**src/hw/rtl/alvt_pkg.sv**
```systemverilog
// ----------------------------------------------------------------------------
// alvt_pkg: shared definitions for the LRU victim table
// Sizes, operation codes, metadata and compare-unit types used by every
// module of the victim table.
// ----------------------------------------------------------------------------
package alvt_pkg;

  // Table geometry.
  localparam int SLOTS  = 64;
  localparam int SLOT_W = $clog2(SLOTS);
  localparam logic [SLOT_W-1:0] SLOT_LAST = SLOT_W'(SLOTS - 1);
  localparam logic [31:0] SLOTS_U32 = 32'(SLOTS);

  // The timestamp is refreshed on every UPDATE_INTERVAL-th touch.
  // The interval is a power of two, so the multiple test is a mask.
  localparam int UI_LOG2 = 4;
  localparam int UPDATE_INTERVAL = 1 << UI_LOG2;
  localparam logic [31:0] UI_MASK = 32'(UPDATE_INTERVAL - 1);

  // Timestamp value that the search starts from.
  localparam logic [31:0] TS_NONE = 32'hFFFF_FFFF;

  // Operation codes carried on the input tuser.
  localparam logic [1:0] KIND_INSTALL = 2'd0;
  localparam logic [1:0] KIND_TOUCH   = 2'd1;
  localparam logic [1:0] KIND_FIND    = 2'd2;
  localparam logic [1:0] KIND_EVICT   = 2'd3;

  // Sequencer states.
  typedef enum logic [4:0] {
    S_IDLE  = 5'b00001,
    S_TOUCH = 5'b00010,
    S_SCAN  = 5'b00100,
    S_DRAIN = 5'b01000,
    S_FIN   = 5'b10000
  } state_t;

  // One metadata entry of the table memory.
  typedef struct packed {
    logic [31:0] cnt;
    logic [31:0] ts;
  } meta_t;

  // One scanned entry presented to the compare unit.
  typedef struct packed {
    logic              vld;
    logic              pres;
    logic [SLOT_W-1:0] idx;
    logic [31:0]       ts;
    logic [31:0]       cnt;
  } cmp_in_t;

  // Current winner of the search.
  typedef struct packed {
    logic              have;
    logic [SLOT_W-1:0] idx;
  } cmp_res_t;

endpackage

```
**src/hw/rtl/alvt_meta_ram.sv**
```systemverilog
// ----------------------------------------------------------------------------
// alvt_meta_ram: metadata memory of the victim table
// One write port and one read port with registered read data, holding the
// use count and last-use timestamp of every slot.
// ----------------------------------------------------------------------------
module alvt_meta_ram (
  input  logic                       clk,
  input  logic                       wr_en,
  input  logic [alvt_pkg::SLOT_W-1:0] wr_addr,
  input  alvt_pkg::meta_t            wr_data,
  input  logic [alvt_pkg::SLOT_W-1:0] rd_addr,
  output alvt_pkg::meta_t            rd_data
);

  alvt_pkg::meta_t mem [alvt_pkg::SLOTS];
  alvt_pkg::meta_t rd_data_r;

  // Write port.
  always_ff @(posedge clk) begin
    if (wr_en) begin
      mem[wr_addr] <= wr_data;
    end
  end

  // Registered read port.
  always_ff @(posedge clk) begin
    rd_data_r <= mem[rd_addr];
  end

  assign rd_data = rd_data_r;

endmodule

```
**src/hw/rtl/alvt_scan_cmp.sv**
```systemverilog
// ----------------------------------------------------------------------------
// alvt_scan_cmp: compare unit for the victim search
// Takes one scanned entry per cycle and keeps the entry with the smallest
// timestamp, ties going to the smaller use count and then the earlier slot.
// ----------------------------------------------------------------------------
module alvt_scan_cmp (
  input  logic                clk,
  input  logic                rst_n,
  input  logic                start,
  input  alvt_pkg::cmp_in_t   cand,
  output alvt_pkg::cmp_res_t  res
);

  logic                        have_r, have_nxt;
  logic [alvt_pkg::SLOT_W-1:0] best_idx_r, best_idx_nxt;
  logic [31:0]                 best_ts_r, best_ts_nxt;
  logic [31:0]                 best_cnt_r, best_cnt_nxt;
  logic                        ts_less;
  logic                        tie_win;
  logic                        take;

  // A strictly older timestamp always wins; an equal one wins only on a
  // smaller use count once a candidate exists.
  always_comb begin
    ts_less = cand.ts < best_ts_r;
    tie_win = have_r && (cand.ts == best_ts_r) && (cand.cnt < best_cnt_r);
    take    = cand.vld && cand.pres && (ts_less || tie_win);
  end

  // Next winner.
  always_comb begin
    have_nxt     = have_r;
    best_idx_nxt = best_idx_r;
    best_ts_nxt  = best_ts_r;
    best_cnt_nxt = best_cnt_r;
    if (start) begin
      have_nxt     = 1'b0;
      best_idx_nxt = '0;
      best_ts_nxt  = alvt_pkg::TS_NONE;
      best_cnt_nxt = '0;
    end else if (take) begin
      have_nxt     = 1'b1;
      best_idx_nxt = cand.idx;
      best_ts_nxt  = cand.ts;
      best_cnt_nxt = cand.cnt;
    end
  end

  always_ff @(posedge clk) begin
    if (!rst_n) begin
      have_r <= 1'b0;
    end else begin
      have_r <= have_nxt;
    end
  end

  always_ff @(posedge clk) begin
    best_idx_r <= best_idx_nxt;
    best_ts_r  <= best_ts_nxt;
    best_cnt_r <= best_cnt_nxt;
  end

  assign res.have = have_r;
  assign res.idx  = best_idx_r;

endmodule

```
**src/hw/rtl/amortized_lru_victim_table_unit.sv**
```systemverilog
// ----------------------------------------------------------------------------
// amortized_lru_victim_table_unit: LRU victim table with amortised timestamps
// Tracks present slots with a use count and last-use time, and finds the
// least recently used slot by scanning the table.
// ----------------------------------------------------------------------------
// Each input transfer carries one operation and produces exactly one result
// transfer. Install, evict and a touch of an empty slot are answered in the
// cycle after the transfer; a touch of a present slot first passes S_TOUCH
// for the read-modify-write of its metadata. A find walks the metadata
// memory through its single read port, one slot per cycle, then passes
// S_DRAIN and S_FIN before the result is presented. The input is not ready
// while an operation is in progress or a result waits to be taken. Metadata
// memory contents are not cleared at reset; only the present flags are.
module amortized_lru_victim_table_unit (
  input  logic        clk,
  input  logic        rst_n,
  // Input channel.
  input  logic        in_tvalid,
  output logic        in_tready,
  input  logic [39:0] in_tdata,   // [5:0] slot, [37:6] timestamp, [39:38] zero
  input  logic [1:0]  in_tuser,   // [1:0] kind
  // Result channel.
  output logic        out_tvalid,
  input  logic        out_tready,
  output logic [7:0]  out_tdata   // [0] found, [6:1] victim, [7] status
);

  alvt_pkg::state_t      state_r, state_nxt;
  logic [alvt_pkg::SLOTS-1:0] present_r, present_nxt;
  logic [alvt_pkg::SLOT_W-1:0] slot_r, slot_nxt;
  logic [31:0]           ts_r, ts_nxt;
  logic [alvt_pkg::SLOT_W-1:0] rd_addr_r, rd_addr_nxt;
  logic                  pipe_vld_r, pipe_vld_nxt;
  logic [alvt_pkg::SLOT_W-1:0] pipe_idx_r, pipe_idx_nxt;
  logic                  out_valid_r, out_valid_nxt;
  logic                  out_found_r, out_found_nxt;
  logic [5:0]            out_victim_r, out_victim_nxt;
  logic                  out_status_r, out_status_nxt;

  logic                  in_acc;
  logic [1:0]            in_kind;
  logic [5:0]            in_slot;
  logic [31:0]           in_ts;
  logic [alvt_pkg::SLOT_W-1:0] in_idx;
  logic                  in_range;
  logic                  in_hit;

  logic                  ram_wr_en;
  logic [alvt_pkg::SLOT_W-1:0] ram_wr_addr;
  alvt_pkg::meta_t       ram_wr_data;
  logic [alvt_pkg::SLOT_W-1:0] ram_rd_addr;
  alvt_pkg::meta_t       ram_rd_data;
  logic [31:0]           cnt_inc;

  logic                  cmp_start;
  alvt_pkg::cmp_in_t     cmp_in;
  alvt_pkg::cmp_res_t    cmp_res;

  // Field unpacking and slot decoding.
  always_comb begin
    in_kind  = in_tuser;
    in_slot  = in_tdata[5:0];
    in_ts    = in_tdata[37:6];
    in_idx   = alvt_pkg::SLOT_W'(in_slot);
    in_range = 32'(in_slot) < alvt_pkg::SLOTS_U32;
    in_hit   = in_range && present_r[in_idx];
    in_acc   = in_tvalid && in_tready;
    cnt_inc  = ram_rd_data.cnt + 32'd1;
  end

  assign in_tready = (state_r == alvt_pkg::S_IDLE) && !out_valid_r;

  // Sequencer.
  always_comb begin
    state_nxt      = state_r;
    present_nxt    = present_r;
    slot_nxt       = slot_r;
    ts_nxt         = ts_r;
    rd_addr_nxt    = rd_addr_r;
    pipe_vld_nxt   = 1'b0;
    pipe_idx_nxt   = rd_addr_r;
    out_valid_nxt  = out_valid_r && !out_tready;
    out_found_nxt  = out_found_r;
    out_victim_nxt = out_victim_r;
    out_status_nxt = out_status_r;
    ram_wr_en      = 1'b0;
    ram_wr_addr    = in_idx;
    ram_wr_data    = '{cnt: 32'd0, ts: in_ts};
    ram_rd_addr    = in_idx;
    cmp_start      = 1'b0;

    unique case (state_r)
      alvt_pkg::S_IDLE: begin
        if (in_acc) begin
          slot_nxt       = in_idx;
          ts_nxt         = in_ts;
          out_found_nxt  = 1'b0;
          out_victim_nxt = 6'd0;
          out_status_nxt = 1'b0;
          unique case (in_kind)
            alvt_pkg::KIND_INSTALL: begin
              if (in_range) begin
                present_nxt[in_idx] = 1'b1;
                ram_wr_en           = 1'b1;
              end
              out_valid_nxt = 1'b1;
            end
            alvt_pkg::KIND_TOUCH: begin
              if (in_hit) begin
                state_nxt = alvt_pkg::S_TOUCH;
              end else begin
                out_status_nxt = 1'b1;
                out_valid_nxt  = 1'b1;
              end
            end
            alvt_pkg::KIND_FIND: begin
              cmp_start   = 1'b1;
              rd_addr_nxt = '0;
              state_nxt   = alvt_pkg::S_SCAN;
            end
            alvt_pkg::KIND_EVICT: begin
              if (in_hit) begin
                present_nxt[in_idx] = 1'b0;
              end else begin
                out_status_nxt = 1'b1;
              end
              out_valid_nxt = 1'b1;
            end
            default: begin
              state_nxt = alvt_pkg::S_IDLE;
            end
          endcase
        end
      end

      // Metadata of the touched slot is on the read port now.
      alvt_pkg::S_TOUCH: begin
        ram_wr_en        = 1'b1;
        ram_wr_addr      = slot_r;
        ram_wr_data.cnt  = cnt_inc;
        ram_wr_data.ts   = ((cnt_inc & alvt_pkg::UI_MASK) == 32'd0) ? ts_r
                                                                     : ram_rd_data.ts;
        out_valid_nxt    = 1'b1;
        state_nxt        = alvt_pkg::S_IDLE;
      end

      // Issue one read per cycle; each entry reaches the compare in the cycle after its read.
      alvt_pkg::S_SCAN: begin
        ram_rd_addr  = rd_addr_r;
        rd_addr_nxt  = rd_addr_r + alvt_pkg::SLOT_W'(1);
        pipe_vld_nxt = 1'b1;
        if (rd_addr_r == alvt_pkg::SLOT_LAST) begin
          state_nxt = alvt_pkg::S_DRAIN;
        end
      end

      // Last entry is being compared.
      alvt_pkg::S_DRAIN: begin
        state_nxt = alvt_pkg::S_FIN;
      end

      alvt_pkg::S_FIN: begin
        out_found_nxt  = cmp_res.have;
        out_victim_nxt = cmp_res.have ? 6'(cmp_res.idx) : 6'd0;
        out_status_nxt = 1'b0;
        out_valid_nxt  = 1'b1;
        state_nxt      = alvt_pkg::S_IDLE;
      end

      default: begin
        state_nxt = alvt_pkg::S_IDLE;
      end
    endcase
  end

  // Control registers.
  always_ff @(posedge clk) begin
    if (!rst_n) begin
      state_r     <= alvt_pkg::S_IDLE;
      present_r   <= '0;
      pipe_vld_r  <= 1'b0;
      out_valid_r <= 1'b0;
    end else begin
      state_r     <= state_nxt;
      present_r   <= present_nxt;
      pipe_vld_r  <= pipe_vld_nxt;
      out_valid_r <= out_valid_nxt;
    end
  end

  // Payload registers.
  always_ff @(posedge clk) begin
    slot_r       <= slot_nxt;
    ts_r         <= ts_nxt;
    rd_addr_r    <= rd_addr_nxt;
    pipe_idx_r   <= pipe_idx_nxt;
    out_found_r  <= out_found_nxt;
    out_victim_r <= out_victim_nxt;
    out_status_r <= out_status_nxt;
  end

  // Scanned entry as seen by the compare unit.
  always_comb begin
    cmp_in.vld  = pipe_vld_r;
    cmp_in.pres = present_r[pipe_idx_r];
    cmp_in.idx  = pipe_idx_r;
    cmp_in.ts   = ram_rd_data.ts;
    cmp_in.cnt  = ram_rd_data.cnt;
  end

  alvt_meta_ram u_ram (
    .clk     (clk),
    .wr_en   (ram_wr_en),
    .wr_addr (ram_wr_addr),
    .wr_data (ram_wr_data),
    .rd_addr (ram_rd_addr),
    .rd_data (ram_rd_data)
  );

  alvt_scan_cmp u_cmp (
    .clk   (clk),
    .rst_n (rst_n),
    .start (cmp_start),
    .cand  (cmp_in),
    .res   (cmp_res)
  );

  assign out_tvalid = out_valid_r;
  assign out_tdata  = {out_status_r, out_victim_r, out_found_r};

endmodule

```
**config.mk**
```make
export PLATFORM = sky130hd
export DESIGN_NAME = amortized_lru_victim_table_unit
export DESIGN_NICKNAME = d
export VERILOG_FILES = /design/src/hw/rtl/alvt_pkg.sv /design/src/hw/rtl/alvt_meta_ram.sv /design/src/hw/rtl/alvt_scan_cmp.sv /design/src/hw/rtl/amortized_lru_victim_table_unit.sv
export SDC_FILE = /design/constraint.sdc
export NUM_CORES = 2
export LEC_CHECK = 0
export BUFFER_PORTS_ARGS = -buffer_cell sky130_fd_sc_hd__buf_2
export CAP_MARGIN = 20
export CORE_ASPECT_RATIO = 1.2
export CORE_UTILIZATION = 44
export DETAILED_ROUTE_END_ITERATION = 6
export MAX_ROUTING_LAYER = met4
export PLACE_DENSITY = 0.56
export RECOVER_POWER = 25
export SLEW_MARGIN = 20
export SYNTH_ARGS = -nofsm -noshare
export SYNTH_HDL_FRONTEND = slang
export SYNTH_SLANG_ARGS = --single-unit
export TNS_END_PERCENT = 30
```
**constraint.sdc**
```tcl
create_clock -name clk -period 7.09 [get_ports clk]
set_input_delay 0.709 -clock clk [delete_from_list [all_inputs] [get_ports clk]]
set_output_delay 0.709 -clock clk [all_outputs]
set_load 0.05 [all_outputs]
```
[Word level (Yosys, flattened, before mapping)]
Memory sizes are Yosys's and may differ from the RTL's. A register that Yosys moved wholly into a read port is not among the register bits.
Cells that the tools add are included.
Cells by class
  muxes and demuxes: 42
  divide/modulo/power cells: 0
  reduce and logical (&&, ||, !) cells: 25
  shifts and indexed selects: 0
  $mul: 0
  magnitude comparators: 5
  equality and inequality tests: 16
  add/subtract/negate cells: 2
  bitwise logic cells: 4
Operators by type and width (count)
  $mux W64: 2
  $pmux W64 S2: 1
  $and A64 B64 Y64: 1
  $lt A32 B32 Y1: 2
  $not A64 Y64: 1
  $or A64 B64 Y64: 1
  $mux W6: 6
  $add A32 B1 Y32 const B: 1
  $eq A32 B32 Y1: 1
  $logic_not A32 Y1: 1
  $mux W32: 1
  $pmux W6 S2: 2
  $mux W1: 17
  $mux W5: 3
  $pmux W5 S3: 1
  $lt A6 B7 Y1 const B: 2
  $bmux W1 S6: 2
  $pmux W1 S2: 5
  $pmux W5 S2: 1
  $logic_and A1 B1 Y1: 8
  $reduce_and A4 Y1: 2
  $reduce_or A2 Y1: 4
  $add A6 B1 Y6 const B: 1
  $demux W1 S6: 1
  other kinds (20): 27
Storage, ports and cells
  logic and storage cells: 110
  bits of input ports: 46
  register bits after elaboration: 200
  latch bits: 0
  memories: 1
  output and inout port bits: 10
  memory bits (read-only): 0
  RAM bits: 4096
Memories
  u_ram.mem: words 64, bits a word 64, read ports 1, clocked after Yosys merged registers in 1, write ports 1, line alvt_meta_ram.sv:15  | alvt_pkg::meta_t mem [alvt_pkg::SLOTS];

[Logic depth before layout (Yosys ltp)]
  depth after elaboration: 8
  mapped depth: 12
  gate-level depth less buffers: 10

[By module]
From an unflattened synthesis, not the netlist that was laid out.
Second synthesis, totals
  cells, all modules: 7896
  area total of the unflattened synthesis: 168618.0 um^2
By module, submodules not included
  alvt_meta_ram: area each 156348.7 um^2, cells an instance 6598, sequential area each 124279.2 um^2, times used 1
  amortized_lru_victim_table_unit: area each 7611.0 um^2, cells an instance 767, sequential area each 3103.0 um^2, times used 1
  alvt_scan_cmp: area each 4658.2 um^2, cells an instance 531, sequential area each 1421.4 um^2, times used 1

[Least setup slack after synthesis]
Ideal clock, no wire load.
  kind: flip-flop to flip-flop
  from: register state_r[2]
  to: memory u_ram.mem[32][0] (netlist name), enable pin
  data arrival time: 5877 ps
  setup time: 487 ps
  slack: 727 ps
  clock period less this slack: 6363 ps
  required time: 6603 ps
  cell stages (with the launch flop): 10
  path buffers: 0
  path through: dfxtp_1 -> nor3_1 -> nand3b_1 -> nor2_1 -> nand2_1 -> inv_1 -> nand2_1 -> o22ai_1 -> nand2_1 -> nor2_1
On the way
  cells in the longest elaborated chain, start to end: 7
  elaborated cells on any way between the ends: 9
  classes of those cells: eq/ne (2); mux (5); reduce/logical (2)
Ends and longest elaborated chain
  start: declaration: line amortized_lru_victim_table_unit.sv:28  | alvt_pkg::state_t state_r, state_nxt;
  start signal: assignment: line amortized_lru_victim_table_unit.sv:179  | state_r <= alvt_pkg::S_IDLE;
  start signal: assignment: line amortized_lru_victim_table_unit.sv:184  | state_r <= state_nxt;
  $eq A5 B1 Y1: line amortized_lru_victim_table_unit.sv:71  | assign in_tready = (state_r == alvt_pkg::S_IDLE) && !out_valid_r;
  $logic_and A1 B1 Y1: line amortized_lru_victim_table_unit.sv:71
  net in_tready: line amortized_lru_victim_table_unit.sv:19  | output logic in_tready,
  $logic_and A1 B1 Y1: line amortized_lru_victim_table_unit.sv:67  | in_acc = in_tvalid && in_tready;
  $mux W1: line amortized_lru_victim_table_unit.sv:94  | if (in_acc) begin
  $pmux W1 S2: line amortized_lru_victim_table_unit.sv:92  | unique case (state_r)
  $mux W1: line alvt_meta_ram.sv:20  | if (wr_en) begin
  $mux W1 (not written as such): line alvt_meta_ram.sv:21  | mem[wr_addr] <= wr_data;
  end: declaration: line alvt_meta_ram.sv:15
The timed path passes the listed nets, and every way through them passes these cells.

==> reports/summary.txt <==
Maximum VDD drop - 0.2189 mV
H-tree Lvls - 5
GRT overflow - 0
Post-synthesis instance area - 170900 µm²
Final setup viols - 0
CTS tree - built
Global-route total usage across every layer - 27.47%
Antenna Nets Post-Route - 0
Cts hold-fix bufs - 34
Gate count of the mapped netlist - 13381
Largest area contributor in the netlist - edfxtp_1
Endpoints failing hold - 0
Post-synth top flop - edfxtp_1
Syn_nets - 13497
Status - complete, but fails checks
Core Box Area - 386300 µm²
P per Cell Area - 277.0 nW/µm²
Failing checks - design-rule violations, max-capacitance violations, max-slew violations
CP Class - reg2reg
Peak Freq - 0.1593 GHz
First-pass GRT wire length - 754900 µm
Vias in the first global route - 105534
Post-CTS setup buffer count - 0
Fillers - 32811
Yosys warns - 0
Post-route cell area - 193500 µm²
Max cap viols - 20
Worst setup path startpoint - state_r[2]
Layout Nets - 13485
DRC violations left - 1
Critical Path Fanout Max - 40
EDFF count, synth - 4148
CTS Sinks - 4360
GPL Wtd Cong - 0.8353
Area grow syn2layout - 13.24%
Initial antenna violation count - 20
Dpl cells - 18067
Distinct cells, synth - 72
Drt wl/cell - 28.23 µm
Hold Crit Class - in2reg
First-pass DRT Iterations - 7
Chip Height - 684.7 µm
Placed Area - 179300 µm²
Syn avg cell area - 12.77 µm²
Overall power - 53610 µW
RSZ-0062 raised after global routing - false
Maximum root-to-sink buffer count - 4
Port-buffer cells - 53
Final setup TNS - 0 ns
Crit share post-route - 88.54%
CP endpoint kind - register
Max_slew headroom - -186.7%
CTS buffer count - 426
Total wire length - 534000 µm
#FFs+latches synth - 4360
Post-layout min period - 6.277 ns
Final Max Tran Viols - 996
Register area share after synthesis - 75.38%
Hold EP - out_tvalid
Buf/Inv on CP - 3
DR vias - 111526
Root Driver - clkbuf_16
Pleak - 0.06530 µW
Min Hold Slack - 0.1112 ns
Largest net degree at the start of global routing - 198
Iter 0 DRT Violations - 13756
IO Pins - 56
Vias/cell - 5.896
Chip Width - 570.9 µm
DIE AREA - 390900 µm²
Area contributors post-synth - edfxtp_1, nand2_1, nand3_1
Reg2Reg Setup Slack - 0.81 ns
Critical path data arrival time - 6.84 ns
Critical R2R Capture - u_ram.mem[58][36]
Initial core utilization - 44.23%
Top-area cell type share of the netlist area - 72.89%
Ys async rst share - 0%
Worst skew pair latency - 1.02 ns
Hold Crit Start - out_tready
Worst path required time - 7.65 ns
R2R depth - 6
Cell Count, Final, Fillers Out - 18915
Row Count - 250
Hold Crit Depth - 4
Crit-path slowest cell - clkbuf_1
Layout cells sized above 1 - 8.194%
Slowest stage delay, CP - 3.06 ns
Slew @ Worst Pin - 4.300 ns
Dpl hpwl - 265100 µm
Critical path cell sequence - nor3_1 > nand3b_1 > buf_4 > clkbuf_1 > nor2_4 > clkbuf_2
CP top delay family - buffers and inverters
Reg-to-Reg Start - state_r[2]
Post-cts repair resize count - 0
Clock slew at reported path FFs - 0.06 ns
Worst Setup Start Kind - register
Clock skew - 0.07387 ns
## cells by family (layout without fill, tap and decap cells)
logic type / after synthesis / in the layout / share of synthesized area, %
AOI/OAI and AO/OA: 1563 / 1563 / 4.965
xor gates and xnor gates: 25 / 25 / 0.1281
adders and majority gates: 70 / 70 / 0.5126
buffers and inverters: 926 / 1287 / 2.215
DFF: 4360 / 4360 / 75.38
muxes: 132 / 132 / 0.9482
other: 0 / 7 / 0
and+or+nand+nor: 6305 / 6305 / 15.85
## cell type report
| class | count | area (µm²) | area share (%) |
|---|---|---|---|
| clock buffers | 544 | 11460 | 5.924 |
| diodes | 7 | 17.52 | 0.009053 |
| well taps | 5166 | 6464 | 3.340 |
| multi-input cells | 8095 | 39630 | 20.48 |
| clock inverters | 257 | 2554 | 1.320 |
| repair buffers | 406 | 4272 | 2.208 |
| flip-flops and latches | 4360 | 128800 | 66.57 |
| inverters | 80 | 300.3 | 0.1552 |
## per-layer routing
metal	routed length (µm)	global-route usage [%]	up-vias
met2	256600	44.06	5376
met3	46040	3.893	1048
met1	210000	35.73	56423
met4	21320	9.896	0
met5	0	-	-
li1	-	-	48679
## cells in the mapped netlist, drive strengths merged (13+ instances only)
master  number
a21o        14
a21oi     1063
ha          70
edfxtp    4148
o21ai      134
o22ai      258
nor2       127
clkbuf     612
nand2     4281
nor3        13
a21boi      38
nor4       323
nand4      273
inv         79
a221oi      20
mux4        23
xor2        15
or4         64
dfxtp      212
nand3     1154
mux2i      103
buf        234
## flip-flops by register name, indices dropped and copies added, names as in the netlist, named ones only
| name | cells |
|---|---|
| u_ram.mem | 4096 |
| u_ram.rd_data | 64 |
| ts_r | 32 |
| u_cmp.best_cnt_r | 32 |
| u_cmp.best_ts_r | 32 |
| out_victim_r | 6 |
| pipe_idx_nxt | 6 |
| pipe_idx_r | 6 |
| slot_r | 6 |
| u_cmp.best_idx_r | 6 |
| state_r | 5 |
| out_found_r | 1 |
| out_status_r | 1 |
| out_tvalid | 1 |
| pipe_vld_r | 1 |
| u_cmp.have_r | 1 |
## worst max-delay path by stage
stage	endpoint	depth (start not counted)	slack (ns)
finish	u_ram.mem[58][36]	6	0.81
floorplan	u_ram.mem[32][0]	9	0.73
global placement	u_ram.mem[16][42]	12	1.87
CTS	u_ram.mem[16][58]	12	1.69
detailed placement	u_ram.mem[16][42]	12	1.79
global route	u_ram.mem[10][36]	6	0.72
## power by group
| part | leakage, µW | internal (µW) | switching (µW) |
|---|---|---|---|
| clock | 0.00687 | 13100 | 9810 |
| sequential | 0.0418 | 28100 | 186 |
| combinational | 0.0166 | 611 | 1800 |
## stage by stage
stage | setup WS [ns] | util [%]
after global routing | 0.7176 | 50.09
final | 0.8125 | 50.09
after floorplan | 0.7267 | -
after global placement | 1.869 | 46.34
after CTS | 1.690 | 50.12
after detailed placement | 1.788 | 46.41
## cell usage in the layout, fill, tap and decap left out, types with 173 or more instances in the layout
cell and instances:
a21oi_1 1050, edfxtp_1 4148, nor4_1 323, buf_4 173
nand2_1 4276, nand4_1 273, clkbuf_16 434, nand3_1 1154
dfxtp_1 212, o22ai_1 258
## worst register-to-register path, cell delays in order (launching register included)
cell and delay [ns]:
dfxtp_1 0.43, nor3_1 0.13, nand3b_1 0.16, buf_4 0.56, clkbuf_1 3.09, nor2_4 0.72, clkbuf_2 0.69
(Power assumes the default switching activity.)
